$ cat config.mk
export PLATFORM = sky130hd
export DESIGN_NAME = grid_ray_march_column
export DESIGN_NICKNAME = d
export VERILOG_FILES = /design/src/hdl/grm_pkg.sv /design/src/hdl/grid_ray_march_column.sv
export SDC_FILE = /design/constraint.sdc
export NUM_CORES = 1
export LEC_CHECK = 0
export ABC_AREA = 1
export BUFFER_PORTS_ARGS = -buffer_cell sky130_fd_sc_hd__clkbuf_2
export CAP_MARGIN = 25
export CORE_ASPECT_RATIO = 2
export CORE_MARGIN = 2
export CORE_UTILIZATION = 55
export CTS_BUF_LIST = sky130_fd_sc_hd__clkbuf_4 sky130_fd_sc_hd__clkbuf_8 sky130_fd_sc_hd__clkbuf_16
export CTS_CLUSTER_SIZE = 8
export DETAILED_ROUTE_END_ITERATION = 10
export GPL_TIMING_DRIVEN = 0
export PLACE_DENSITY_LB_ADDON = 0.25
export SYNTH_ARGS = -nofsm -noshare
export SYNTH_HDL_FRONTEND = slang
export SYNTH_SLANG_ARGS = --single-unit
$ cat constraint.sdc
create_clock -name clk -period 9.7 [get_ports clk]
set_clock_uncertainty 0.2 [all_clocks]
set_input_delay 0.97 -clock clk [delete_from_list [all_inputs] [get_ports clk]]
set_output_delay 0.97 -clock clk [all_outputs]
set_load 0.005 [all_outputs]
$ cat src/hdl/grm_pkg.sv
// grm_pkg: shared types and constants for the grid ray march column block.
// Used by grid_ray_march_column and grm_checker; depends on nothing.
`default_nettype none
package grm_pkg;

  localparam int MAP_WIDTH_DEF    = 16;
  localparam int MAP_HEIGHT_DEF   = 8;
  localparam int MAX_DISTANCE_DEF = 255;

  localparam int CFG_IDX_W  = 3;
  localparam int CFG_DATA_W = 64;

  localparam logic [CFG_IDX_W-1:0] REG_WALL_LO  = 3'd0;
  localparam logic [CFG_IDX_W-1:0] REG_WALL_HI  = 3'd1;
  localparam logic [CFG_IDX_W-1:0] REG_STEP     = 3'd2;
  localparam logic [CFG_IDX_W-1:0] REG_DEPTH    = 3'd3;
  localparam logic [CFG_IDX_W-1:0] REG_WIN_H    = 3'd4;
  localparam logic [CFG_IDX_W-1:0] REG_WIN_TOP  = 3'd5;

  localparam logic [4:0] STEP_RST  = 5'd5;
  localparam logic [7:0] DEPTH_RST = 8'd160;
  localparam logic [5:0] WIN_H_RST = 6'd24;

  // n/10 = (n*RECIP10)>>19 for 16-bit n; n/100 = (n*RECIP100)>>19 for 13-bit n
  localparam logic [15:0] RECIP10  = 16'd52429;
  localparam logic [15:0] RECIP100 = 16'd5243;
  // depth/5 = (depth*205)>>10, depth/3 = (depth*171)>>9 for 8-bit depth
  localparam logic [7:0] RECIP5 = 8'd205;
  localparam logic [7:0] RECIP3 = 8'd171;

  localparam logic [7:0] NEAR_DIST = 8'd20;

  typedef struct packed {
    logic        [10:0] player_x;
    logic        [9:0]  player_y;
    logic signed [7:0]  dir_x;
    logic signed [7:0]  dir_y;
  } in_item_t;

  typedef struct packed {
    logic [7:0] wall_distance;
    logic [1:0] shade_class;
    logic [6:0] ceiling_row;
    logic [6:0] floor_row;
    logic       no_hit;
  } out_item_t;

endpackage
`default_nettype wire

$ cat src/hdl/grid_ray_march_column.sv
// Fixed-step grid ray march for one screen column, one shared multiplier
// under a sequencer. Each march round steps the distance, then per axis
// multiplies and scales the coordinate, then checks the map bounds and cell;
// a round that misses early stops after the step or either axis. A restoring
// divide gives the ceiling term, then the result loads; one ray at a time.
// Reset (rst_n low, synchronous): idle, no result, config at reset values.
`default_nettype none
module grid_ray_march_column #(
  parameter int MAP_WIDTH    = grm_pkg::MAP_WIDTH_DEF,
  parameter int MAP_HEIGHT   = grm_pkg::MAP_HEIGHT_DEF,
  parameter int MAX_DISTANCE = grm_pkg::MAX_DISTANCE_DEF
) (
  input  wire logic                           clk,
  input  wire logic                           rst_n,
  input  wire logic                           in_valid,
  output logic                                in_stall,
  input  wire grm_pkg::in_item_t              in_data,
  output logic                                out_valid,
  input  wire logic                           out_stall,
  output grm_pkg::out_item_t                  out_data,
  input  wire logic                           cfg_valid,
  output logic                                cfg_ready,
  input  wire logic [grm_pkg::CFG_IDX_W-1:0]  cfg_index,
  input  wire logic [grm_pkg::CFG_DATA_W-1:0] cfg_data
);
  import grm_pkg::*;

  localparam int NUM_W = 14;

  typedef enum logic [8:0] {
    S_IDLE  = 9'b000000001,
    S_STEP  = 9'b000000010,
    S_MUL_P = 9'b000000100,
    S_MUL_Q = 9'b000001000,
    S_MUL_C = 9'b000010000,
    S_CHECK = 9'b000100000,
    S_NUMER = 9'b001000000,
    S_DIV   = 9'b010000000,
    S_DONE  = 9'b100000000
  } state_t;

  state_t state_r, state_nxt;

  logic [63:0] wall_lo_r, wall_lo_nxt;
  logic [63:0] wall_hi_r, wall_hi_nxt;
  logic [4:0]  step_r, step_nxt;
  logic [7:0]  depth_r, depth_nxt;
  logic [5:0]  win_h_r, win_h_nxt;
  logic [5:0]  win_top_r, win_top_nxt;

  logic [10:0]       px_r, px_nxt;
  logic [9:0]        py_r, py_nxt;
  logic signed [7:0] ex_r, ex_nxt;
  logic signed [7:0] ey_r, ey_nxt;
  logic [8:0]        d_r, d_nxt;
  logic              miss_r, miss_nxt;
  logic              axis_r, axis_nxt;
  logic [6:0]        cx_r, cx_nxt;
  logic [31:0]       mul_r, mul_nxt;
  logic [8:0]        rem_r, rem_nxt;
  logic [3:0]        cnt_r, cnt_nxt;
  logic              out_valid_r, out_valid_nxt;
  out_item_t         out_data_r, out_data_nxt;

  logic [15:0]       mul_a, mul_b;
  logic [31:0]       prod;
  logic [4:0]        step_eff;
  logic [8:0]        d_sum;
  logic [7:0]        e_sel;
  logic [7:0]        e_mag;
  logic [10:0]       p0;
  logic [11:0]       q;
  logic [13:0]       s_val;
  logic [6:0]        cy;
  logic [127:0]      wall_map;
  logic [6:0]        wall_idx;
  logic [7:0]        dist_sat;
  logic [7:0]        dist_excess;
  logic [8:0]        den;
  logic [9:0]        rem_trial;
  logic              q_bit;
  logic [5:0]        term;
  logic [7:0]        floor_s;
  logic [15:0]       prod5, prod3;
  logic [5:0]        depth5;
  logic [6:0]        depth3;
  logic [1:0]        shade;

  assign prod      = mul_a * mul_b;
  assign step_eff  = (step_r == 5'd0) ? 5'd1 : step_r;
  assign d_sum     = d_r + {4'b0, step_eff};
  assign e_sel     = axis_r ? ey_r : ex_r;
  assign e_mag     = e_sel[7] ? 8'(~e_sel + 8'd1) : e_sel;
  assign p0        = axis_r ? {1'b0, py_r} : px_r;
  assign q         = mul_r[30:19];
  assign s_val     = e_sel[7] ? ({3'b0, p0} - {2'b0, q}) : ({3'b0, p0} + {2'b0, q});
  assign cy        = mul_r[25:19];
  assign wall_map  = {wall_hi_r, wall_lo_r};
  assign wall_idx  = {cy[2:0], cx_r[3:0]};
  assign dist_sat  = d_r[8] ? 8'd255 : d_r[7:0];
  assign dist_excess = (dist_sat > NEAR_DIST) ? 8'(dist_sat - NEAR_DIST) : 8'd0;
  assign den       = {dist_sat, 1'b0};
  assign rem_trial = {rem_r, mul_r[NUM_W-1]};
  assign q_bit     = (rem_trial >= {1'b0, den});
  assign term      = mul_r[5:0];
  assign floor_s   = {2'b0, win_h_r} - {2'b0, term} - 8'd2;
  assign prod5     = {8'b0, depth_r} * {8'b0, RECIP5};
  assign prod3     = {8'b0, depth_r} * {8'b0, RECIP3};
  assign depth5    = prod5[15:10];
  assign depth3    = prod3[15:9];

  always_comb begin
    priority if (dist_sat <= {2'b0, depth5}) shade = 2'd0;
    else if (dist_sat < {1'b0, depth3})       shade = 2'd1;
    else if (dist_sat < depth_r)              shade = 2'd2;
    else                                      shade = 2'd3;
  end

  assign cfg_ready = 1'b1;

  always_comb begin
    wall_lo_nxt = wall_lo_r;
    wall_hi_nxt = wall_hi_r;
    step_nxt    = step_r;
    depth_nxt   = depth_r;
    win_h_nxt   = win_h_r;
    win_top_nxt = win_top_r;
    if (cfg_valid) begin
      unique case (cfg_index)
        REG_WALL_LO: wall_lo_nxt = cfg_data;
        REG_WALL_HI: wall_hi_nxt = cfg_data;
        REG_STEP:    step_nxt    = cfg_data[4:0];
        REG_DEPTH:   depth_nxt   = cfg_data[7:0];
        REG_WIN_H:   win_h_nxt   = cfg_data[5:0];
        REG_WIN_TOP: win_top_nxt = cfg_data[5:0];
        default: ;
      endcase
    end
  end

  always_comb begin
    state_nxt     = state_r;
    px_nxt        = px_r;
    py_nxt        = py_r;
    ex_nxt        = ex_r;
    ey_nxt        = ey_r;
    d_nxt         = d_r;
    miss_nxt      = miss_r;
    axis_nxt      = axis_r;
    cx_nxt        = cx_r;
    mul_nxt       = mul_r;
    rem_nxt       = rem_r;
    cnt_nxt       = cnt_r;
    out_valid_nxt = out_valid_r && out_stall;
    out_data_nxt  = out_data_r;
    mul_a         = 16'd0;
    mul_b         = 16'd0;
    unique case (state_r)
      S_IDLE: begin
        if (in_valid) begin
          px_nxt    = in_data.player_x;
          py_nxt    = in_data.player_y;
          ex_nxt    = in_data.dir_x;
          ey_nxt    = in_data.dir_y;
          d_nxt     = 9'd0;
          miss_nxt  = 1'b0;
          state_nxt = S_STEP;
        end
      end
      S_STEP: begin
        axis_nxt = 1'b0;
        d_nxt    = d_sum;
        if (d_sum > 9'(MAX_DISTANCE)) begin
          miss_nxt  = 1'b1;
          state_nxt = S_NUMER;
        end else begin
          state_nxt = S_MUL_P;
        end
      end
      S_MUL_P: begin
        mul_a   = {8'b0, e_mag};
        mul_b   = {7'b0, d_r};
        mul_nxt = prod;
        if (axis_r) cx_nxt = mul_r[25:19];
        state_nxt = S_MUL_Q;
      end
      S_MUL_Q: begin
        mul_a     = mul_r[15:0];
        mul_b     = RECIP10;
        mul_nxt   = prod;
        state_nxt = S_MUL_C;
      end
      S_MUL_C: begin
        if (s_val[13]) begin
          miss_nxt  = 1'b1;
          state_nxt = S_NUMER;
        end else begin
          mul_a   = {3'b0, s_val[12:0]};
          mul_b   = RECIP100;
          mul_nxt = prod;
          if (axis_r) begin
            state_nxt = S_CHECK;
          end else begin
            axis_nxt  = 1'b1;
            state_nxt = S_MUL_P;
          end
        end
      end
      S_CHECK: begin
        if (cx_r >= 7'(MAP_WIDTH) || cy >= 7'(MAP_HEIGHT)) begin
          miss_nxt  = 1'b1;
          state_nxt = S_NUMER;
        end else if (wall_map[wall_idx]) begin
          state_nxt = S_NUMER;
        end else begin
          state_nxt = S_STEP;
        end
      end
      S_NUMER: begin
        // dividend h*(D-20), zero when the wall is near enough that the term clips
        mul_a     = {10'b0, win_h_r};
        mul_b     = {8'b0, dist_excess};
        mul_nxt   = prod;
        rem_nxt   = 9'd0;
        cnt_nxt   = 4'd0;
        state_nxt = S_DIV;
      end
      S_DIV: begin
        rem_nxt = q_bit ? 9'(rem_trial - {1'b0, den}) : rem_trial[8:0];
        mul_nxt = {mul_r[31:NUM_W], mul_r[NUM_W-2:0], q_bit};
        cnt_nxt = cnt_r + 4'd1;
        if (cnt_r == 4'(NUM_W - 1)) state_nxt = S_DONE;
      end
      S_DONE: begin
        if (!out_valid_r || !out_stall) begin
          out_valid_nxt              = 1'b1;
          out_data_nxt.wall_distance = dist_sat;
          out_data_nxt.shade_class   = shade;
          out_data_nxt.ceiling_row   = {1'b0, term} + {1'b0, win_top_r};
          out_data_nxt.floor_row     = floor_s[7] ? 7'd0 : floor_s[6:0];
          out_data_nxt.no_hit        = miss_r;
          state_nxt                  = S_IDLE;
        end
      end
      default: state_nxt = S_IDLE;
    endcase
  end

  always_ff @(posedge clk) begin
    if (!rst_n) begin
      state_r     <= S_IDLE;
      out_valid_r <= 1'b0;
      wall_lo_r   <= 64'd0;
      wall_hi_r   <= 64'd0;
      step_r      <= STEP_RST;
      depth_r     <= DEPTH_RST;
      win_h_r     <= WIN_H_RST;
      win_top_r   <= 6'd0;
    end else begin
      state_r     <= state_nxt;
      out_valid_r <= out_valid_nxt;
      wall_lo_r   <= wall_lo_nxt;
      wall_hi_r   <= wall_hi_nxt;
      step_r      <= step_nxt;
      depth_r     <= depth_nxt;
      win_h_r     <= win_h_nxt;
      win_top_r   <= win_top_nxt;
    end
  end

  always_ff @(posedge clk) begin
    px_r       <= px_nxt;
    py_r       <= py_nxt;
    ex_r       <= ex_nxt;
    ey_r       <= ey_nxt;
    d_r        <= d_nxt;
    miss_r     <= miss_nxt;
    axis_r     <= axis_nxt;
    cx_r       <= cx_nxt;
    mul_r      <= mul_nxt;
    rem_r      <= rem_nxt;
    cnt_r      <= cnt_nxt;
    out_data_r <= out_data_nxt;
  end

  assign in_stall  = (state_r != S_IDLE);
  assign out_valid = out_valid_r;
  assign out_data  = out_data_r;

endmodule
`default_nettype wire

Yosys cells after proc, flatten, opt, wreduce, memory -nomap -nowiden
Cells that the tools add are included.
Widths: inputs -> output; s select.

word-level totals
  flip-flop bits (word level) = 287
  word-level logic and storage cells = 143
  output and inout bits = 28
  latch bits = 0
  memories kept = 0
  bits in writable memories = 0
  ROM bits = 0

cells by class
  equality and inequality tests = 23
  $mul = 3
  add/subtract/negate cells = 10
  shift-type cells = 0
  multiplexer cells = 40
  divide/modulo/power cells = 0
  bitwise logic cells = 2
  reductions and logical operators = 30
  order comparisons = 9

operators with widths
  cell                  number
  $pmux 16 s4           2
  $pmux 31 s3           1
  $pmux 9 s9            1
  $mux 9                5
  $pmux 9 s2            2
  $mul 8x8->16 const B  2
  $mux 8                4
  $mul 16x16->31        1
  $mux 31               1
  $mux 7                4
  $mux 13               2
  $reduce_and 2->1      12
  $mux 14               1
  $ne 2x2->1 const B    7
  $add 11x12->13        1
  $sub 11x12->13        1
  $mux 11               1
  $ge 10x9->1           1
  $mux 1                10
  $add 9x5->9           1
  $eq 9x1->1 const B    1
  $eq 9x2->1 const B    1
  $eq 9x3->1 const B    1
  $eq 9x4->1 const B    1
  45 further kinds      53

Logic depth before layout (Yosys ltp)
Gate-level depths: netlist (run 1).

  depth in word-level cells = 8
  gate-level depth with buffers = 47
  depth with buffers taken out = 45

Worst setup path before layout (run 1)
No wires, ideal clock.

  path type = register -> register
  start point = register axis_r
  end point = register mul_r[30], data pin
  data required time = 9.247 ns
  stages on the path, launching flop included = 36
  data arrival time = 7.216 ns
  clock period less this slack = 7.669 ns
  buffers on the path = 2
  path slack = 2.031 ns
  setup time = 0.253 ns
  path through = edfxtp_1 > buf_6 > clkbuf_1 > o21ai_0 > ha_1 > fa_1 > nand3b_1 > nand2_1 > a21boi_0 > o21ai_0 > a21oi_1 > or2_2 > nand2_1 > nand2_1 > nand3_1 > nand2_1 > fa_1 > inv_1 > fa_1 > inv_1 > fa_1 > fa_1 > fa_1 > inv_1 > fa_1 > inv_1 > ha_1 > nand2_1 > nor4_1 > nand4_1 > nand3_1 > nand2_1 > nand2_1 > a21oi_1 > nor2_1 > nor2_1

between the ends
  cells in the longest elaborated chain, start to end = 8
  elaborated cells between the ends (all ways) = 15
  classes of those cells = add/sub (3); mul (1); mux (10); bitwise (1)

RTL lines
  element                                        RTL line                                                   RTL
  start, declared                                grid_ray_march_column.sv:57                                logic axis_r, axis_nxt;
  start signal, assigned                         grid_ray_march_column.sv:278                               axis_r <= axis_nxt;
  $mux 11 / $mux 8 (equally long branches)       grid_ray_march_column.sv:94, grid_ray_march_column.sv:92
  $add 11x12->13 (tied with other cells)         grid_ray_march_column.sv:96                                assign s_val = e_sel[7] ? ({3'b0, p0} - {2'b0, q}) : ({3'b0, p0} + {2'b0, q});
  $mux 14 / $add 8x1->8 (equally long branches)  grid_ray_march_column.sv:96, grid_ray_march_column.sv:93
  $mux 13 / $mux 8 (equally long branches)       grid_ray_march_column.sv:194, grid_ray_march_column.sv:93
  $pmux 16 s4                                    grid_ray_march_column.sv:158                               unique case (state_r)
  $mul 16x16->31 (*)                             grid_ray_march_column.sv:89                                assign prod = mul_a * mul_b;
  $mux 31                                        grid_ray_march_column.sv:194                               if (s_val[13]) begin
  $pmux 31 s3 (*)                                grid_ray_march_column.sv:158
  named net mul_nxt[30]                          grid_ray_march_column.sv:59                                logic [31:0] mul_r, mul_nxt;
  end signal, assigned                           grid_ray_march_column.sv:280                               mul_r <= mul_nxt;
  end, declared                                  grid_ray_march_column.sv:59

Mark *: on every way through the listed nets, which the timed path passes. The rest lies on a longest branch. The select of a mux whose other input is x is not followed.
A chain may end at the register's enable or synchronous reset.

Worst setup path in the final report (run 1)
  start point = register axis_r
  end point = register mul_r[19], data pin

The elaborated chain is that of the path after synthesis.

==> results of run 1 <==
flip-flops by register name (all words and copies together), names as in the netlist:
register   flops
wall_lo_r     64
rem_r          9
state_r        9
wall_hi_r     64
out_valid      1
cnt_r          4
win_h_r        6
d_r            9
px_r          11
miss_r         1
axis_r         1
step_r         5
ey_r           8
ex_r           8
depth_r        8
out_data      25
win_top_r      6
mul_r         28
cx_r           7
py_r          10
metal layers:
| metal | up-vias | routed length, um | track usage, % |
|---|---|---|---|
| met5 | - | 0 | 0 |
| li1 | 10000 | - | - |
| met2 | 936 | 38100 | 59.9 |
| met1 | 9918 | 23400 | 30.1 |
| met3 | 414 | 3790 | 4.00 |
| met4 | 0 | 8710 | 32.4 |
report_power, final:
part | switching (uW) | internal [uW]
sequential | 53.6 | 1370
clock | 574 | 849
combinational | 751 | 386
total | 1380 | 2610
placed cells by master, fill, tap and decap left out, types with 5 or more instances in the layout:
master	Yosys	final
a31oi_1	7	7
nor2_4	4	6
o21ai_0	219	218
inv_2	10	10
dfxtp_1	163	163
fa_1	190	190
o21bai_1	7	7
xor2_1	37	37
a211oi_1	8	8
buf_4	4	5
conb_1	2	21
xnor2_1	17	17
nand2_1	466	463
nor3_1	17	17
clkbuf_16	0	41
nand4_1	10	10
buf_2	12	12
nand2_2	8	11
clkbuf_4	0	21
o211ai_1	7	7
nand3_1	171	170
nor4_1	6	5
nor2_1	457	454
ha_1	278	278
clkbuf_2	0	136
a21o_1	9	9
inv_1	561	560
or2_2	5	5
a21boi_0	5	5
nor2_2	7	8
clkbuf_1	70	68
edfxtp_1	121	121
a21oi_1	121	121
o21ai_2	4	5
synth_stat cells (6+ instances only):
cell type,instances
a211oi_1,8
a21o_1,9
a21oi_1,121
a31oi_1,7
buf_2,12
clkbuf_1,70
dfxtp_1,163
edfxtp_1,121
fa_1,190
ha_1,278
inv_1,561
inv_2,10
nand2_1,466
nand2_2,8
nand3_1,171
nand4_1,10
nor2_1,457
nor2_2,7
nor3_1,17
nor4_1,6
o211ai_1,7
o21ai_0,219
o21bai_1,7
xnor2_1,17
xor2_1,37
cell families after synthesis:
group	synth area share [%]
other	0.0310
DFF	28.4
buffers and inverters	10.5
and+or+nand+nor	19.6
muxes	0.0413
AOI/OAI and AO/OA	9.44
adders and majority gates	30.0
xor gates and xnor gates	1.95
worst paths after layout:
check	slack [ns]	start	endpoint	cells after the start
worst max-delay path	0.38	axis_r	mul_r[19]	33
worst min-delay path	0.21	miss_r	out_data[0]	0
worst max register to register	0.38	axis_r	mul_r[19]	33
worst min register to register	0.21	miss_r	out_data[0]	0
cell type report:
cell class / instances / area, um^2 / area share, %
Sequential cell: 284 / 6900 / 25.5
Tap cell: 550 / 688 / 2.55
Clock buffer: 63 / 1200 / 4.43
Buffer: 91 / 397 / 1.47
Clock inverter: 3 / 62.6 / 0.232
Timing Repair Buffer: 136 / 698 / 2.58
Multi-Input combinational cell: 2120 / 14900 / 55.3
Inverter: 571 / 2150 / 7.95
through the flow:
stage	worst slack, ns	power (uW)
after floorplan	2.03	2200
after global placement	-0.0594	2520
after detailed placement	-0.251	2560
after CTS	0.0681	3980
after global routing	0.0294	4180
final	0.381	3990
what timing repair did:
| action | CTS | global route |
|---|---|---|
| hold buffers | 0 | 0 |
| resized for setup | 3 | 6 |
| endpoints found under the setup margin | 4 | 9 |
==> results.sh, run 1 <==
export IMPL_status="finished, final reports clean"
export IMPL_dieArea_um2=45900
export IMPL_min_period_ns=9.32
export IMPL_dr_pass1_iters=5
export IMPL_async_flop_share_pct=0
export IMPL_ys_ff_latch=284
export IMPL_cts_buffers=41
export IMPL_die_h_um=301
export IMPL_vias=21300
export IMPL_yosys_area_top_type="fa_1"
export IMPL_grt_pass1_wl_um=116000
export IMPL_core_area_um2=43500
export IMPL_worst_setup_path_start_kind="flop"
export IMPL_drt_antenna_violating_nets=0
export IMPL_clockBufferDepth=3
export IMPL_fmax_ghz=0.107
export IMPL_synth_edf_count=121
export IMPL_clkSinkCount=284
export IMPL_n_fill_cell=3875
export IMPL_finalMaxSlewViolations=0
export IMPL_drv_cap=0
export IMPL_port_buffers=134
export IMPL_synth_warnings=0
export IMPL_cpMaxStageDelayCell="fa_1"
export IMPL_synthCells=3047
export IMPL_end_kind="flop"
export IMPL_floorplan_rows=108
export IMPL_clk_latency_ns=0.57
export IMPL_netlist_top_cells_area="fa_1 (16%), edfxtp_1 (15%), ha_1 (14%)"
export IMPL_critical_path_required_ns=9.81
export IMPL_ys_flop_type="dfxtp_1"
export IMPL_htree_num_levels=2
export IMPL_ios=137
export IMPL_syn_to_final_growth_pct=11.4
export IMPL_power_per_cell_area_nw_per_um2=148
export IMPL_drc=0
export IMPL_viasPerCell=5.57
export IMPL_tns_ns=0
export IMPL_avgSynthCellArea_um2=7.96
export IMPL_drt_iter0_drc=1273
export IMPL_synth_cell_types=54
export IMPL_grt_max_degree=38
export IMPL_dp_hpwl_um=60000
export IMPL_tightest_slew_ns=1.14
export IMPL_ys_seq_area_share_pct=28.4
export IMPL_gp_congestion=0.989
export IMPL_netlist_area_um2=24300
export IMPL_cpMostUsedCell="fa_1"
export IMPL_wire_per_inst_um=19.4
export IMPL_setup_violations=0
export IMPL_antenna_found_initial=0
export IMPL_die_width_um=152
export IMPL_leakage_uw=0.0139
export IMPL_stdcell_count=3818
export IMPL_clk_transition_reported_paths_ns=0.05
export IMPL_yosysTopAreaCellShare_pct=15.7
export IMPL_critical_path_top_delay_family="adder cells"
export IMPL_grt_pass1_vias=22900
export IMPL_fin_area_um2=27000
export IMPL_nets=3822
export IMPL_ir_worst_vdd_mv=0.140
export IMPL_cts_tree="done"
export IMPL_slew_limit_headroom_pct=24.3
export IMPL_start_util_pct=55.7
export IMPL_track_usage_pct=32.5
export IMPL_drive_above_1_share_pct=8.57
export IMPL_final_core_util_pct=62.1
export IMPL_globalRouteOverflowTotal=0
export IMPL_rsz0062_at_grt="no"
export IMPL_fin_crit_sh_pct=96.1
export IMPL_dp_cells=3752
export IMPL_worstSetupPathType="flop to flop"
export IMPL_cts_setup_buffers=0
export IMPL_cp_num_buf_inv=9
export IMPL_worst_hold_slack_ns=0.213
export IMPL_finalHoldViolations=0
export IMPL_arrival_ns=9.42
export IMPL_root_buffer="clkbuf_16"
export IMPL_cp_slowest_stage_delay_ns=0.56
export IMPL_min_path_type="flop to flop"
export IMPL_worstPathMaxFanout=10
export IMPL_num_antenna_cells=0
export IMPL_dpl_cell_area_um2=25700
export IMPL_drt_wl_total_um=74000
Power figures use the tool's default switching activity.
==> run 2: changes to the inputs <==
--- a/config.mk
+++ b/config.mk
@@ -5,14 +5,14 @@
 export SDC_FILE = /design/constraint.sdc
 export NUM_CORES = 1
 export LEC_CHECK = 0
-export ABC_AREA = 1
+export ABC_AREA = 0
 export BUFFER_PORTS_ARGS = -buffer_cell sky130_fd_sc_hd__clkbuf_2
 export CAP_MARGIN = 25
 export CORE_ASPECT_RATIO = 2
 export CORE_MARGIN = 2
 export CORE_UTILIZATION = 55
 export CTS_BUF_LIST = sky130_fd_sc_hd__clkbuf_4 sky130_fd_sc_hd__clkbuf_8 sky130_fd_sc_hd__clkbuf_16
-export CTS_CLUSTER_SIZE = 8
+export CTS_CLUSTER_SIZE = 16
 export DETAILED_ROUTE_END_ITERATION = 10
 export GPL_TIMING_DRIVEN = 0
 export PLACE_DENSITY_LB_ADDON = 0.25
==> results.sh, run 2 <==
export IMPL_fmax_ghz=0.106
export IMPL_clk_transition_reported_paths_ns=0.08
export IMPL_cts_buffers=27
export IMPL_cts_tree="done"
export IMPL_cpMaxStageDelayCell="fa_1"
export IMPL_leakage_uw=0.0125
export IMPL_arrival_ns=9.59
export IMPL_port_buffers=134
export IMPL_endpoint="mul_r[28]"
export IMPL_power_per_cell_area_nw_per_um2=141
export IMPL_synth_mux_area_share_pct=5.67
export IMPL_ios=137
export IMPL_gp_congestion=0.943
export IMPL_synth_fa_ha_area_share_pct=30.2
export IMPL_grt_pass1_vias=20500
export IMPL_root_buffer="clkbuf_16"
export IMPL_cp_num_buf_inv=10
export IMPL_startpoint="axis_r"
export IMPL_synthCells=2541
export IMPL_dieArea_um2=45600
export IMPL_netlist_top_cells_area="fa_1 (16%), edfxtp_1 (15%), ha_1 (14%)"
export IMPL_fin_crit_sh_pct=96.9
export IMPL_die_h_um=300
export IMPL_drc=0
export IMPL_finalPower_uw=3860
export IMPL_holdBufCountCts=0
export IMPL_globalRouteOverflowTotal=0
export IMPL_wire_per_inst_um=20.3
export IMPL_synth_cell_types=74
export IMPL_ir_worst_vdd_mv=0.153
export IMPL_final_common_cell="inv_1"
export IMPL_start_util_pct=55.5
export IMPL_min_period_ns=9.40
export IMPL_cp_slowest_stage_delay_ns=0.55
export IMPL_tightest_slew_ns=1.00
export IMPL_slew_limit_headroom_pct=33.3
export IMPL_hp_start="miss_r"
export IMPL_grt_pass1_wl_um=107000
export IMPL_netlist_area_um2=24100
export IMPL_htree_num_levels=1
export IMPL_final_cell_mix="inv_1 (408), nand2_1 (339), ha_1 (273)"
export IMPL_dp_cells=3257
export IMPL_synth_edf_count=121
export IMPL_viasPerCell=5.64
export IMPL_r2r_end="mul_r[28]"
export IMPL_setup_violations=0
export IMPL_cp_depth=34
export IMPL_synthXorXnorAreaFrac_pct=2.84
export IMPL_reg2reg_from="axis_r"
export IMPL_synth_most_common_cell="inv_1"
export IMPL_finalMaxSlewViolations=0
export IMPL_stdcell_count=3335
export IMPL_avgSynthCellArea_um2=9.48
export IMPL_ys_flop_type="dfxtp_1"
export IMPL_ys_ff_latch=284
export IMPL_ys_seq_area_share_pct=28.6
export IMPL_r2r_setup_slack_ns=0.30
export IMPL_min_path_type="flop to flop"
export IMPL_worst_hold_slack_ns=0.241
export IMPL_drv_cap=0
export IMPL_grt_max_degree=34
export IMPL_async_flop_share_pct=0
export IMPL_dp_hpwl_um=55800
export IMPL_worstPathMaxFanout=19
export IMPL_dr_pass1_iters=5
export IMPL_clk_latency_ns=0.58
export IMPL_clockBufferDepth=3
export IMPL_nets=3341
export IMPL_finalHoldViolations=0
export IMPL_drt_wl_total_um=67800
export IMPL_core_area_um2=43400
export IMPL_n_fill_cell=3612
export IMPL_synthTopCellsByCount="inv_1 (410), nand2_1 (339), ha_1 (278)"
export IMPL_synth_top_family_by_area="adder cells"
export IMPL_top_regs="wall_hi_r x64, wall_lo_r x64, mul_r x28"
export IMPL_synth_simple_area_share_pct=13.3
export IMPL_num_antenna_cells=0
export IMPL_syn_to_final_growth_pct=13.8
export IMPL_floorplan_rows=108
export IMPL_end_kind="flop"
export IMPL_synth_compound_gate_area_share_pct=11.3
export IMPL_antenna_found_initial=0
export IMPL_worst_setup_path_start_kind="flop"
export IMPL_track_usage_pct=30.1
export IMPL_cpMostUsedCell="fa_1"
export IMPL_vias=18800
export IMPL_yosys_area_top_type="fa_1"
export IMPL_clkSinkCount=284
export IMPL_drt_iter0_drc=793
export IMPL_synth_warnings=0
export IMPL_yosysTopAreaCellShare_pct=15.8
export IMPL_critical_path_required_ns=9.89
export IMPL_die_width_um=152
export IMPL_worstSetupPathType="flop to flop"
export IMPL_drive_above_1_share_pct=13.7
export IMPL_rr_worst_depth=34
export IMPL_drt_antenna_violating_nets=0
export IMPL_status="finished, final reports clean"
export IMPL_critical_path_top_delay_family="adder cells"
-- run 2: stage by stage --
stage          setup slack [ns]  cell area, um^2  TNS, ns  util (%)
2_1_floorplan             0.295            24200        0         -
3_3_place_gp              -2.42            25500   -35.79      58.8
4_1_cts                  0.0160            27100        0      62.4
5_1_grt                 -0.0402            27400  -0.0701      63.2
6_report                  0.298            27400        0      63.2
3_5_place_dp              -2.46            25600   -31.09      59.1
-- run 2: worst min-delay path by stage --
stage,to,slack (ns),depth (start not counted)
6_report,out_data[0],0.24,0
5_1_grt,out_data[0],0.27,0
4_1_cts,out_data[0],0.25,0
3_5_place_dp,out_data[0],0.22,0
3_3_place_gp,out_data[0],0.23,0
2_1_floorplan,out_data[0],0.20,0
-- run 2: layer usage --
metal	vias to the layer above	global-route usage (%)	share of wire [%]
met2	596	59.0	55
met4	0	21.9	8.7
met5	-	0	0
li1	8816	-	-
met1	9154	28.6	32
met3	257	3.00	3.9
-- run 2: kinds of logic after synthesis --
| family | Yosys count |
|---|---|
| muxes | 85 |
| adders and majority gates | 468 |
| buffers and inverters | 503 |
| xor gates and xnor gates | 78 |
| AOI/OAI and AO/OA | 392 |
| other | 2 |
| and+or+nand+nor | 729 |
| DFF | 284 |
-- run 2: final cells by class --
class	count	area, um^2	area share, %
repair buffers	180	1090	3.97
clock inverters	14	163	0.593
plain buffers	87	374	1.36
clock buffers	36	803	2.93
well taps	550	688	2.51
flip-flops and latches	284	6900	25.2
multi-input cells	1773	15900	57.9
inverters	411	1540	5.63
-- run 2: worst register-to-register path, delay by kind of cell (launching register included) --
| kind | cells | cell delay [ns] |
|---|---|---|
| fa+ha+maj | 8 | 3.90 |
| compound gates | 10 | 2.03 |
| buf+inv | 10 | 1.17 |
| simple gates | 5 | 1.13 |
| mux | 1 | 0.42 |
| flops | 1 | 0.37 |
-- run 2: repair_timing --
action / in CTS / in global routing
endpoints found under the setup margin: 19 / 10
cloned: 0 / 0
pin swaps: 11 / 28
gates resized for setup: 66 / 49
buffers inserted: 16 / 17
-- run 2: where the power goes --
part	internal (uW)	switching, uW	total, uW
Sequential	1370	66.7	1440
Clock	648	505	1150
Combinational	499	770	1270
Total	2520	1340	3860
